**src/hw/rtl/sit_pkg.sv**
```systemverilog
package sit_pkg;

  // Default coordinate width in bits, sign-extended from its top bit.
  localparam int unsigned COORD_WIDTH_DEF = 32;

  // Width of one coordinate field on the ports.
  localparam int unsigned FIELD_WIDTH = 32;

  // Tolerance register width.
  localparam int unsigned TOL_WIDTH = 16;

  // Configuration port geometry.
  localparam int unsigned APB_AW = 3;
  localparam int unsigned APB_DW = 32;

  // Register indexes, taken from the word address.
  localparam logic REG_TOLERANCE = 1'b0;

  // Reset value of the tolerance register.
  localparam logic [TOL_WIDTH-1:0] TOL_RESET = 16'd1;

  // Per-check flags that travel beside the squared terms.
  typedef struct packed {
    logic cr_neg;
    logic s_neg;
    logic t_pos;
    logic len_zero;
  } sit_flags_t;

endpackage

```
**src/hw/rtl/sit_mul.sv**
```systemverilog
module sit_mul import sit_pkg::*; #(
  parameter int unsigned AW = 8,
  parameter int unsigned BW = 8
) (
  input  logic                     clk_i,
  input  logic                     en1_i,
  input  logic                     en2_i,
  input  logic signed [AW-1:0]     a_i,
  input  logic signed [BW-1:0]     b_i,
  output logic signed [AW+BW-1:0]  p_o
);

  localparam int unsigned LA = AW / 2;
  localparam int unsigned UA = AW - LA;
  localparam int unsigned LB = BW / 2;
  localparam int unsigned UB = BW - LB;
  localparam int unsigned PW = AW + BW;

  logic [AW-1:0]      ma;
  logic [BW-1:0]      mb;
  logic [LA+LB-1:0]   ll_q;
  logic [LA+UB-1:0]   lh_q;
  logic [UA+LB-1:0]   hl_q;
  logic [UA+UB-1:0]   hh_q;
  logic               neg_q;
  logic [PW-1:0]      sum;
  logic signed [PW-1:0] p_q;

  // Magnitudes of both operands; the sign is applied after the sum.
  assign ma = a_i[AW-1] ? AW'(-a_i) : AW'(a_i);
  assign mb = b_i[BW-1] ? BW'(-b_i) : BW'(b_i);

  // First rank: four partial products of the operand halves.
  always_ff @(posedge clk_i) begin
    if (en1_i) begin
      ll_q  <= ma[LA-1:0] * mb[LB-1:0];
      lh_q  <= ma[LA-1:0] * mb[BW-1:LB];
      hl_q  <= ma[AW-1:LA] * mb[LB-1:0];
      hh_q  <= ma[AW-1:LA] * mb[BW-1:LB];
      neg_q <= a_i[AW-1] ^ b_i[BW-1];
    end
  end

  // Second rank: align and add the partial products, then restore the sign.
  assign sum = PW'(ll_q) + (PW'(hl_q) << LA) + (PW'(lh_q) << LB) + (PW'(hh_q) << (LA + LB));

  always_ff @(posedge clk_i) begin
    if (en2_i) begin
      p_q <= neg_q ? $signed(-sum) : $signed(sum);
    end
  end

  assign p_o = p_q;

endmodule

```
**config.mk**
```make
export PLATFORM = sky130hd
export DESIGN_NAME = sit_mul
export DESIGN_NICKNAME = d
export VERILOG_FILES = /design/src/hw/rtl/sit_pkg.sv /design/src/hw/rtl/sit_mul.sv
export SDC_FILE = /design/constraint.sdc
export NUM_CORES = 1
export LEC_CHECK = 0
export ABC_AREA = 0
export BUFFER_PORTS_ARGS = -buffer_cell sky130_fd_sc_hd__buf_2
export CORE_MARGIN = 3
export CORE_UTILIZATION = 40
export DETAILED_ROUTE_END_ITERATION = 8
export PLACE_DENSITY = 0.53
export REMOVE_ABC_BUFFERS = 1
export SLEW_MARGIN = 5
export SYNTH_ARGS = -nofsm -noshare
export SYNTH_HDL_FRONTEND = slang
export SYNTH_SLANG_ARGS = --single-unit
export TNS_END_PERCENT = 30
```
**constraint.sdc**
```tcl
create_clock -name clk_i -period 7.1 [get_ports clk_i]
set_input_delay 0.355 -clock clk_i [delete_from_list [all_inputs] [get_ports clk_i]]
set_output_delay 0.355 -clock clk_i [all_outputs]
set_load 0.02 [all_outputs]
```
==> out/results.txt, run 1 <==
The average cell area after synthesis is 10.61 µm², and the post-synthesis async set-or-reset flop share is 0%. The tools report the category of the worst setup path capture point as a flop. The leakage power was 0.002192 µW; the worst IR drop on VDD was 0.1867 mV. The layout overhead on the synthesized area works out to 10.17%. In the final layout, the share of cells above drive strength 1 is 12.16%. The critical path starts at b_i[2].

For this design the top-level I/O count stands at 35. The slew at the pin closest to its max-slew limit is 0.9113 ns. For the post-route core utilization, the log shows 45.56%. OpenSTA, run right after detailed placement, puts the worst setup slack at 2.663 ns. For the remaining design rule violation count, the log shows 0.

Clock skew on the completed layout was measured at 0.007467 ns. The internal power of the cells is 857.6 µW, and the peak fanout along the critical path is 4. For the post-cts hold buffer count, the log shows 0. Max-cap violations in this run came to 0. The aggregate global-route resource usage was 13.87%; the arrival time at the worst endpoint was 4.13 ns. The run gives 0 as the total count of max-transition violations in the final report. The total die area was 12050 µm².

TritonCTS built the clock tree. For the final setup violation count, the log shows 0. By area the synthesized netlist is led by sky130_fd_sc_hd__edfxtp_1 (34%), sky130_fd_sc_hd__ha_1 (17%), sky130_fd_sc_hd__fa_1 (12%).

The worst pin sits at a relative slew slack of 38.39%. The clock root buffer master is sky130_fd_sc_hd__clkbuf_8. Summed over all layers, the routed wires come to 7.738 mm. In this run the core area contains 37 standard-cell rows. For this run, the number of Yosys warnings is 0.

The HPWL after detailed placement is 6.612 mm. The maximum number of pins on one net before global-route repair was 34. The path class of the tightest hold or removal check is in -> reg. For the finished layout, the period the worst path requires is 4.064 ns.

The tools report the worst min-delay path startpoint as en2_i. In this run, CTS created clock tree buffers numbering 5. The type of origin of the critical path was an input port.

The first routing iteration left 119 violations. For this run, the top clock speed supported by timing is 246.1 MHz. After synthesis the cells add up to 4308 µm².

The library cells used most frequently in the layout, excluding fill and tap cells, are sky130_fd_sc_hd__ha_1 (59), sky130_fd_sc_hd__nor2_1 (49), sky130_fd_sc_hd__edfxtp_1 (49). The first global-routing pass estimated 13.15 mm of wire. The number of vias per cell after detailed routing is 4.866, and the total overflow reported by the global router is 0.

The final critical path takes up 57.24% of the cycle. For this run, the leading register cell type out of synthesis is sky130_fd_sc_hd__edfxtp_1. The biggest area contributor in the post-synthesis netlist is sky130_fd_sc_hd__edfxtp_1. From bottom edge to top edge, the die measures 109.8 µm. The most common cell after layout, fill and taps aside was sky130_fd_sc_hd__ha_1. The run gives 0 as the hold violation count in the final report.

The core region is 10420 µm². Deepest clock path buffer count: 2. In this run, synthesis produced a sequential element count of 49. The number of antenna violations at the first check in global routing was 0. The logs give 406 for the synthesized instance count and 546 for the number of nets in the final layout. The number of post-CTS setup repair buffers was 0; the fraction of synthesized cell area taken by the top area cell type was 34.16%. The number of global-route vias before repair was 2820. The run finished with clean final reports. Of the total power, registers draw 33.1%. The congestion estimate from routability-driven global placement came to 0.8766. The H-tree was split into 2 levels.

The number of gates resized after CTS is 0, and the overall via count from detail_route is 2822. For the worst-skew pair, the clock arrives at the later sink with an insertion delay of 0.30 ns. Horizontal die dimension: 109.8 µm. The run gives 0 as the count of inserted antenna diode cells.

Source of the worst register-to-register timing path: ll_q[5]$_DFFE_PP_. Setup repair after global routing left no endpoint under its margin. The number of enable-type register cells in the synthesized netlist is 49. The combinational cell fraction of total power was 52.8%. The sequential area share after synthesis is 34.16%. Category of the critical setup timing path: in -> reg. The wire length per cell after detailed routing is 13.34 µm, and the post-synthesis cell type count is 46. Once detail routing completed, the nets flagged for antenna violations numbered 0.

The initial utilization of the core area, before any placement, comes to 41.36%. The proportion of total power due to net switching works out to 39.00%. In this run the power density over the cells is 296.3 nW/µm². Setup slack on the critical path of the routed design comes to 3.036 ns. The number of port buffers is 34, and the clock network power share is 14.1%. The detailed-routing iteration count for the pre-antenna-repair pass came out at 4. The clock transition at the registers of the reported paths works out to 0.09 ns.

Setup total negative slack on the finished layout was measured at 0 ns. Summed over all nets, the switching power comes to 548.3 µW. STA puts the critical path data required time at 7.16 ns. For this design, the sink count on the clock tree is 49.
synth_stat cells (9+ instances only):
cell / n
sky130_fd_sc_hd__xor2_1: 19
sky130_fd_sc_hd__a21oi_1: 15
sky130_fd_sc_hd__edfxtp_1: 49
sky130_fd_sc_hd__a21o_1: 10
sky130_fd_sc_hd__ha_1: 59
sky130_fd_sc_hd__xnor2_1: 33
sky130_fd_sc_hd__nor2_1: 49
sky130_fd_sc_hd__nand2_1: 28
sky130_fd_sc_hd__fa_1: 25
sky130_fd_sc_hd__inv_1: 41
sky130_fd_sc_hd__nand2b_1: 11
sky130_fd_sc_hd__o21ai_0: 9
area by class of cell:
cell class,instances,area (µm²)
multi-input cells,311,2664
inverters,42,157.7
clock buffers,5,68.82
flip-flops and latches,49,1471
clock inverters,3,43.79
well taps,136,170.2
fillers,1002,5670
repair buffers,34,170.2
worst max-delay path, stage by stage:
cell,delay (ns)
sky130_fd_sc_hd__buf_2,0.11
sky130_fd_sc_hd__or3_1,0.43
sky130_fd_sc_hd__nor4b_1,0.81
sky130_fd_sc_hd__nand2_1,0.24
sky130_fd_sc_hd__fa_1,0.58
sky130_fd_sc_hd__inv_1,0.05
sky130_fd_sc_hd__fa_1,0.50
sky130_fd_sc_hd__ha_1,0.31
sky130_fd_sc_hd__a21o_1,0.17
sky130_fd_sc_hd__a21oi_1,0.22
sky130_fd_sc_hd__o21bai_1,0.09
sky130_fd_sc_hd__a21oi_1,0.17
sky130_fd_sc_hd__xnor2_1,0.08
worst paths after layout:
path / cells past startpoint / slack (ns) / end
setup / recovery: 13 / 3.04 / lh_q[7]$_DFFE_PP_
hold reg to reg: 0 / 0.54 / p_o[0]$_DFFE_PP_
setup reg to reg: 11 / 3.41 / p_o[15]$_DFFE_PP_
hold / removal: 1 / 0.47 / p_o[9]$_DFFE_PP_
stage by stage:
stage	power (µW)	cell area (µm²)	hold slack, ns	cells
floorplan	1054	4293	0.4675	402
global placement	1210	4633	0.5023	572
detailed placement	1222	4633	0.5111	572
CTS	1428	4746	0.4707	580
global route	1531	4746	0.4786	580
finish	1406	4746	0.4686	580
kinds of logic after synthesis:
kind of cell / synth area share, %
multiplexers: 0.4937
AND/OR/NAND/NOR: 13.33
adder cells (fa/ha/maj): 28.75
AO/OA/AOI/OAI: 8.684
flip-flops: 34.16
XOR/XNOR: 10.57
buffers and inverters: 4.008
power groups by stage:
stage / Combinational [µW] / Clock, µW / Sequential [µW]
floorplan: 536 / 0 / 518
global placement: 738 / 0 / 472
detailed placement: 747 / 0 / 475
CTS: 754 / 207 / 468
global route: 840 / 215 / 477
finish: 742 / 198 / 466
flip-flops by register name, summed over array words and instances, names as in the netlist:
register	count
lh_q	8
p_o	16
neg_q	1
hh_q	8
ll_q	8
hl_q	8
layer usage:
layer / track usage (%) / part of all wire, % / up-vias
met5: 0 / 0 / -
met4: 3.651 / 0.92 / 0
met3: 1.409 / 2.8 / 5
met2: 24.54 / 49 / 44
met1: 18.07 / 47 / 1308
li1: - / - / 1465
Power figures use the tool's default switching activity.
==> run 2: changes to the inputs <==
- PLACE_DENSITY: 0.53 -> 0.55
- clock period: 7.1 -> 3.3 ns (I/O delays scaled with it)
==> out/results.txt, run 2 (same netlist as run 1, synthesis figures left out) <==
The final setup violation count is 0, and the overall via count from detail_route is 3087. The total count of max-transition violations in the final report came out at 0. Worst slew slack as a fraction of its limit: 54.70%. The run gives 3431 µW as the overall power consumption. For this block, the initial DRC count from the detailed router was 76.

The layout has 966 filler cells. For the hold violation count in the final report, the log shows 0. Among all stages on the critical path, the largest delay is contributed by sky130_fd_sc_hd__fa_1. The number of hold buffers added after CTS was 0. The floorplan step set the die width to 109.8 µm. Port buffering added 34 buffers. The tools report the number of nets in the final layout as 616. The final clock period utilization by the worst path works out to 98.13%. 0 antenna diodes ended up in the layout. Routability-driven placement finished with a final weighted congestion of 0.8003.

The floorplan has 37 rows. Global routing consumed, over all layers together, 14.45% of the routing resources. Once detail routing completed, the nets flagged for antenna violations numbered 0. In the final layout, the share of cells above drive strength 1 is 29.96%.

The total overflow reported by the global router came out at 0. The signal on the critical path passes through fa_1 > ha_2 > inv_2 > fa_2 > buf_6 > xnor2_4 > or3_4 > or4b_4 > o31ai_4 > xnor2_1. The kind of cell adding the most delay to the critical path was adder cells.

Derived from the worst setup path, the maximum achievable clock frequency is 308.8 MHz. The final clock skew was 0.005444 ns; the top-level port count was 35. In the layout the commonest cells are sky130_fd_sc_hd__buf_4 (68), sky130_fd_sc_hd__ha_1 (56), sky130_fd_sc_hd__nor2_1 (49), sky130_fd_sc_hd__edfxtp_1 (49), sky130_fd_sc_hd__inv_1 (39).

The first global-routing pass estimated 13.90 mm of wire. The most common cell after layout, fill and taps aside is sky130_fd_sc_hd__buf_4. The deepest clock path buffer count was 2; the remaining design rule violation count was 0. The category of the worst setup path capture point is a flop.

The sequential group share of total power is 29.2%. The peak fanout along the critical path was 3; the flip-flop count of the largest register after layout was 16. Placement-stage worst setup slack: -0.5231 ns.

The number of clock buffers added by TritonCTS is 5. The run gives 0 as the number of antenna violations at the first check in global routing. Setup repair after global routing could not meet its margin everywhere. In the routed layout, each cell is associated on average with a via count of 4.749. Across the run, the number of max-cap violations was 0. For this design the total switching power over the nets is 1286 µW. The tools report the least setup slack across all paths after layout as 0.06172 ns. TritonCTS built the clock tree. The run gives 0.002566 µW as the leakage power. The maximum cell stage delay along the critical path was 0.56 ns; the critical path buffer and inverter count was 2. The core region is 10420 µm². For this block, the routed nets add up to 8.031 mm of wire. Net switching is 37.49% of the power.

Compared with the post-synthesis result, the final layout area differs by 26.26%. The effective utilization at floorplan came out at 41.36%. For the worst-skew pair, the clock arrives at the later sink with an insertion delay of 0.30 ns. The number of instances in the placed design was 636; the clock transition at the registers of the reported paths was 0.09 ns.

The first detailed-routing pass ran for 4 iterations. The worst-case IR drop observed on VDD is 0.4232 mV. Dividing the detail-routed wire length by the instance count gives 12.36 µm.

The total number of clock tree sinks is 49, and the number of cells in the finished layout apart from fillers is 650. Cell internal power was estimated by the tool at 2145 µW. At the worst endpoint, the required time is 3.36 ns.

The number of global-route vias before repair is 3099, and the slew at the pin closest to its max-slew limit is 0.6796 ns. The run gives 0 ns as the summed negative setup slack over all endpoints. STA classifies the critical path startpoint as a flop. The flow ran to the end, and the final reports show no timing, DRC or antenna violations. The tree is rooted in a sky130_fd_sc_hd__clkbuf_8. Per report_power, the clock group accounts for 10.0% of the total.

Height of the die: 109.8 µm. Half-perimeter wire length after detailed placement: 6.888 mm. Dividing total power by cell area gives a power density of 630.9 nW/µm². The worst setup path is of the reg -> reg kind. The worst hold path belongs to the class in -> reg. The clock period could shrink to 3.238 ns. Combinational cells account for 60.8% of the total power. The arrival time at the worst endpoint was 3.30 ns. The run gives 34 as the maximum number of pins on one net before global-route repair. The number of H-tree levels is 2, and the total die area is 12050 µm².
[run 2: what timing repair did]
action / in CTS / in global routing
hold endpoints to repair: 0 / 0
setup buffers: 3 / 4
cloned: 0 / 0
pin swaps: 13 / 22
setup endpoints to repair: 11 / 12
resized for setup: 19 / 24
[run 2: metrics by stage]
stage               hold WS (ns)  util, %  cell area (µm²)
global route              0.2985    52.22             5439
CTS                       0.2819    50.99             5311
global placement          0.5101    49.09             5114
detailed placement        0.5165    49.09             5114
finish                    0.2764    52.22             5439
floorplan                 0.2775        -             4293
[run 2: path summary, 6_finish.rpt]
path	to	start	cells past startpoint	slack (ns)
worst max-delay path	p_o[15]$_DFFE_PP_	hl_q[1]$_DFFE_PP_	10	0.06
worst min-delay path	p_o[15]$_DFFE_PP_	en2_i	1	0.28
worst max register to register	p_o[15]$_DFFE_PP_	hl_q[1]$_DFFE_PP_	10	0.06
worst min register to register	p_o[0]$_DFFE_PP_	ll_q[0]$_DFFE_PP_	0	0.54
[run 2: worst reg2reg max path: stages (launching register included)]
cell                       delay (ns)
sky130_fd_sc_hd__edfxtp_1        0.40
sky130_fd_sc_hd__fa_1            0.56
sky130_fd_sc_hd__ha_2            0.19
sky130_fd_sc_hd__inv_2           0.04
sky130_fd_sc_hd__fa_2            0.35
sky130_fd_sc_hd__buf_6           0.14
sky130_fd_sc_hd__xnor2_4         0.11
sky130_fd_sc_hd__or3_4           0.39
sky130_fd_sc_hd__or4b_4          0.55
sky130_fd_sc_hd__o31ai_4         0.20
sky130_fd_sc_hd__xnor2_1         0.08
[run 2: cell type report]
type                    instances  area (µm²)  area share, %
well taps                     136       170.2          3.129
flip-flops and latches         49        1471          27.05
repair buffers                104       703.2          12.93
clock inverters                 3       21.27         0.3911
inverters                      42       158.9          2.922
multi-input cells             311        2845          52.31
clock buffers                   5       68.82          1.265
[run 2: power groups by stage]
stage | registers [µW] | logic [µW] | clock network [µW]
after floorplan | 1110 | 1150 | 0
after global placement | 1020 | 1840 | 0
after detailed placement | 1020 | 1870 | 0
after CTS | 1010 | 2020 | 357
after global routing | 1030 | 2350 | 388
final | 1000 | 2090 | 344
[run 2: per-layer routing]
layer	GRT usage, %	wire length [µm]	up-vias
met5	0	0	-
met4	3.295	87	0
met3	1.879	241	7
met2	25.76	4103	49
met1	18.61	3599	1425
li1	-	-	1606
==> run 3: changes to the inputs <==
- CORE_UTILIZATION: 40 -> 50
- PLACE_DENSITY: 0.55 -> 0.67
==> out/results.txt, run 3 (same netlist as run 1, synthesis figures left out) <==
The run finished, with violations left. The checks that failed: setup timing. For this design the static power due to leakage is 0.002531 µW. Horizontal die dimension: 98.82 µm.

The worst setup path is of the reg -> reg kind. In this run the standard cell core region covers 8299 µm². The run gives 0.3097 mV as the worst IR drop on VDD. Internal reg-to-reg setup slack: -0.02 ns. Of all nets on the critical path, the largest fanout is 3. For the detailed-routing iteration count for the pre-antenna-repair pass, the log shows 4. The final setup violation count is 1. Clock latency on the worst-skew pair, taken at its later pin, is 0.30 ns. The total of fill cells in the finished design was 702. The source of the worst register-to-register timing path was hl_q[1]$_DFFE_PP_.

TritonCTS built the clock tree. The tools report the DRC marker count from the first detailed-route iteration as 90. Height of the die: 98.82 µm. Once detail routing completed, the nets flagged for antenna violations numbered 0. Time the final worst path needs with I/O delays and setup: 3.319 ns. The worst pin sits at a relative slew slack of 54.10%. The clock transition at the registers of the reported paths is 0.09 ns, and the ratio of cells with drive above 1 in the final layout is 27.87%. Counting the buffers created by CTS gives 5. STA classifies the critical path startpoint as a flop.

The repair_antennas step left the layout with diodes totalling 0. In this run the worst setup path begins at hl_q[1]$_DFFE_PP_. The run gives 2 as the number of H-tree levels. The endpoint identified for the worst register-to-register timing path is p_o[15]$_DFFE_PP_. Leaving out fill and tap cells, the most frequent cells in the layout are sky130_fd_sc_hd__buf_4 (62), sky130_fd_sc_hd__ha_1 (58), sky130_fd_sc_hd__nor2_1 (49), sky130_fd_sc_hd__edfxtp_1 (49), sky130_fd_sc_hd__inv_1 (40). The initialized floorplan defines 33 standard-cell rows. The register with the most flip-flops in the layout has 16 of them.

The category of the worst setup path capture point is a flop. The number of placed instances, taps included, is 602. In this run the worst hold path is classified as in -> reg. The routed layout has 3101 vias. The die covers 9765 µm².

The post-cts hold buffer count is 0. The tree built by TritonCTS fans out to 49 sinks. Data arrives at the worst endpoint at 3.38 ns.

The number of cells on the worst reg-to-reg path was 10. The half-perimeter wire length after detailed placement was 7.014 mm. The run gives 8.229 mm as the total detailed-routing wirelength. Total power for the finished layout comes to 3398 µW. The tool flagged a number of max-cap violations equal to 0. The standard cell area after detailed placement is 5052 µm², and the required time of the critical path is 3.36 ns.

Entering global routing, the biggest net connects 34 pins. The run gives 0 as the remaining design rule violation count. Based on the critical path, the design can be clocked at up to 301.3 MHz. The slew at the pin closest to its max-slew limit was 0.6885 ns; the number of vias per cell after detailed routing was 5.075. The run gives 0 as the number of antenna violations at the first check in global routing.

With fillers left out, the area of the finished cells amounts to 5318 µm². Once layout is complete, the cells apart from fillers number 611. The capturing element of the worst setup path was p_o[15]$_DFFE_PP_. For the final clock skew, the log shows 0.004298 ns. The hold violation count in the final report was 0. The wire length per cell after detailed routing was 13.47 µm; the number of port buffers was 34.

The top-level port count came out at 35. Setup repair after global routing could not meet its margin everywhere. Dividing the final minimum period by the clock period gives 100.6%. The number of global-route vias before repair is 3184.

The congestion estimate from routability-driven global placement came to 0.8335. The clock root buffer master was sky130_fd_sc_hd__clkbuf_8. The aggregate global-route resource usage came out at 17.52%. The most common cell after layout, fill and taps aside was sky130_fd_sc_hd__buf_4. The number of nets in the final layout was 609; the total overflow reported by the global router was 0. For the total count of max-transition violations in the final report, the log shows 0.

After routing, the total negative slack on setup checks comes to -0.01923 ns. The deepest clock path buffer count was 2; the least setup slack across all paths after layout was -0.01923 ns. Timing analysis after detailed placement gives a worst setup slack of -0.4757 ns. The run gives 13.83 mm as the global-route wire length before repair.

Once the floorplan was initialized, standard cells occupied 51.91% of the core. The area growth from synthesis to layout is 23.44%. The total power density per cell area was 639.0 nW/µm².
run 3: report_power, final:
| group | total (µW) | internal (µW) | leakage [µW] | switching [µW] |
|---|---|---|---|---|
| Sequential | 1000 | 935 | 0.000476 | 69.8 |
| Combinational | 2060 | 1020 | 0.00202 | 1040 |
| Clock | 334 | 143 | 0.0000377 | 191 |
run 3: worst min path at each step:
| stage | endpoint | cells after the start | start |
|---|---|---|---|
| after floorplan | hh_q[0]$_DFFE_PP_ | 0 | en1_i |
| after global placement | p_o[0]$_DFFE_PP_ | 0 | ll_q[0]$_DFFE_PP_ |
| after detailed placement | p_o[0]$_DFFE_PP_ | 0 | ll_q[0]$_DFFE_PP_ |
| after CTS | p_o[14]$_DFFE_PP_ | 1 | en2_i |
| after global routing | p_o[8]$_DFFE_PP_ | 1 | en2_i |
| final | p_o[8]$_DFFE_PP_ | 1 | en2_i |
run 3: worst max-delay path, cell delays in order, from the launching register on:
cell                       delay, ns
sky130_fd_sc_hd__edfxtp_1       0.41
sky130_fd_sc_hd__fa_1           0.56
sky130_fd_sc_hd__ha_2           0.20
sky130_fd_sc_hd__inv_2          0.04
sky130_fd_sc_hd__fa_2           0.37
sky130_fd_sc_hd__buf_6          0.15
sky130_fd_sc_hd__xnor2_4        0.11
sky130_fd_sc_hd__or3_4          0.39
sky130_fd_sc_hd__or4b_4         0.55
sky130_fd_sc_hd__o31ai_4        0.20
sky130_fd_sc_hd__xnor2_1        0.08
run 3: per-layer routing:
layer | global-route usage (%) | wire, µm | vias up
met4 | 7.353 | 212 | 0
met3 | 1.840 | 228 | 14
met5 | 0 | 0 | -
li1 | - | - | 1588
met2 | 32.80 | 4355 | 54
met1 | 20.12 | 3434 | 1445
run 3: metrics by stage:
stage	hold WS, ns	utilization (%)
2_1_floorplan	0.2775	-
6_report	0.2798	64.07
4_1_cts	0.2820	63.02
3_3_place_gp	0.4940	60.88
3_5_place_dp	0.5081	60.88
5_1_grt	0.2886	64.07
run 3: layout make-up:
type	instances	area [µm²]	share of cell area, %
multi-input combinational	311	2829	53.20
sequential	49	1471	27.67
timing repair buffer	97	646.9	12.16
inverter	42	158.9	2.988
tap	105	131.4	2.471
clock buffer	5	68.82	1.294
clock inverter	2	11.26	0.2118
run 3: timing repair:
action                                  CTS  global route
pin swaps                                 9            11
endpoints found under the setup margin    9            11
setup buffers                             1             1
resized for setup                        22            15
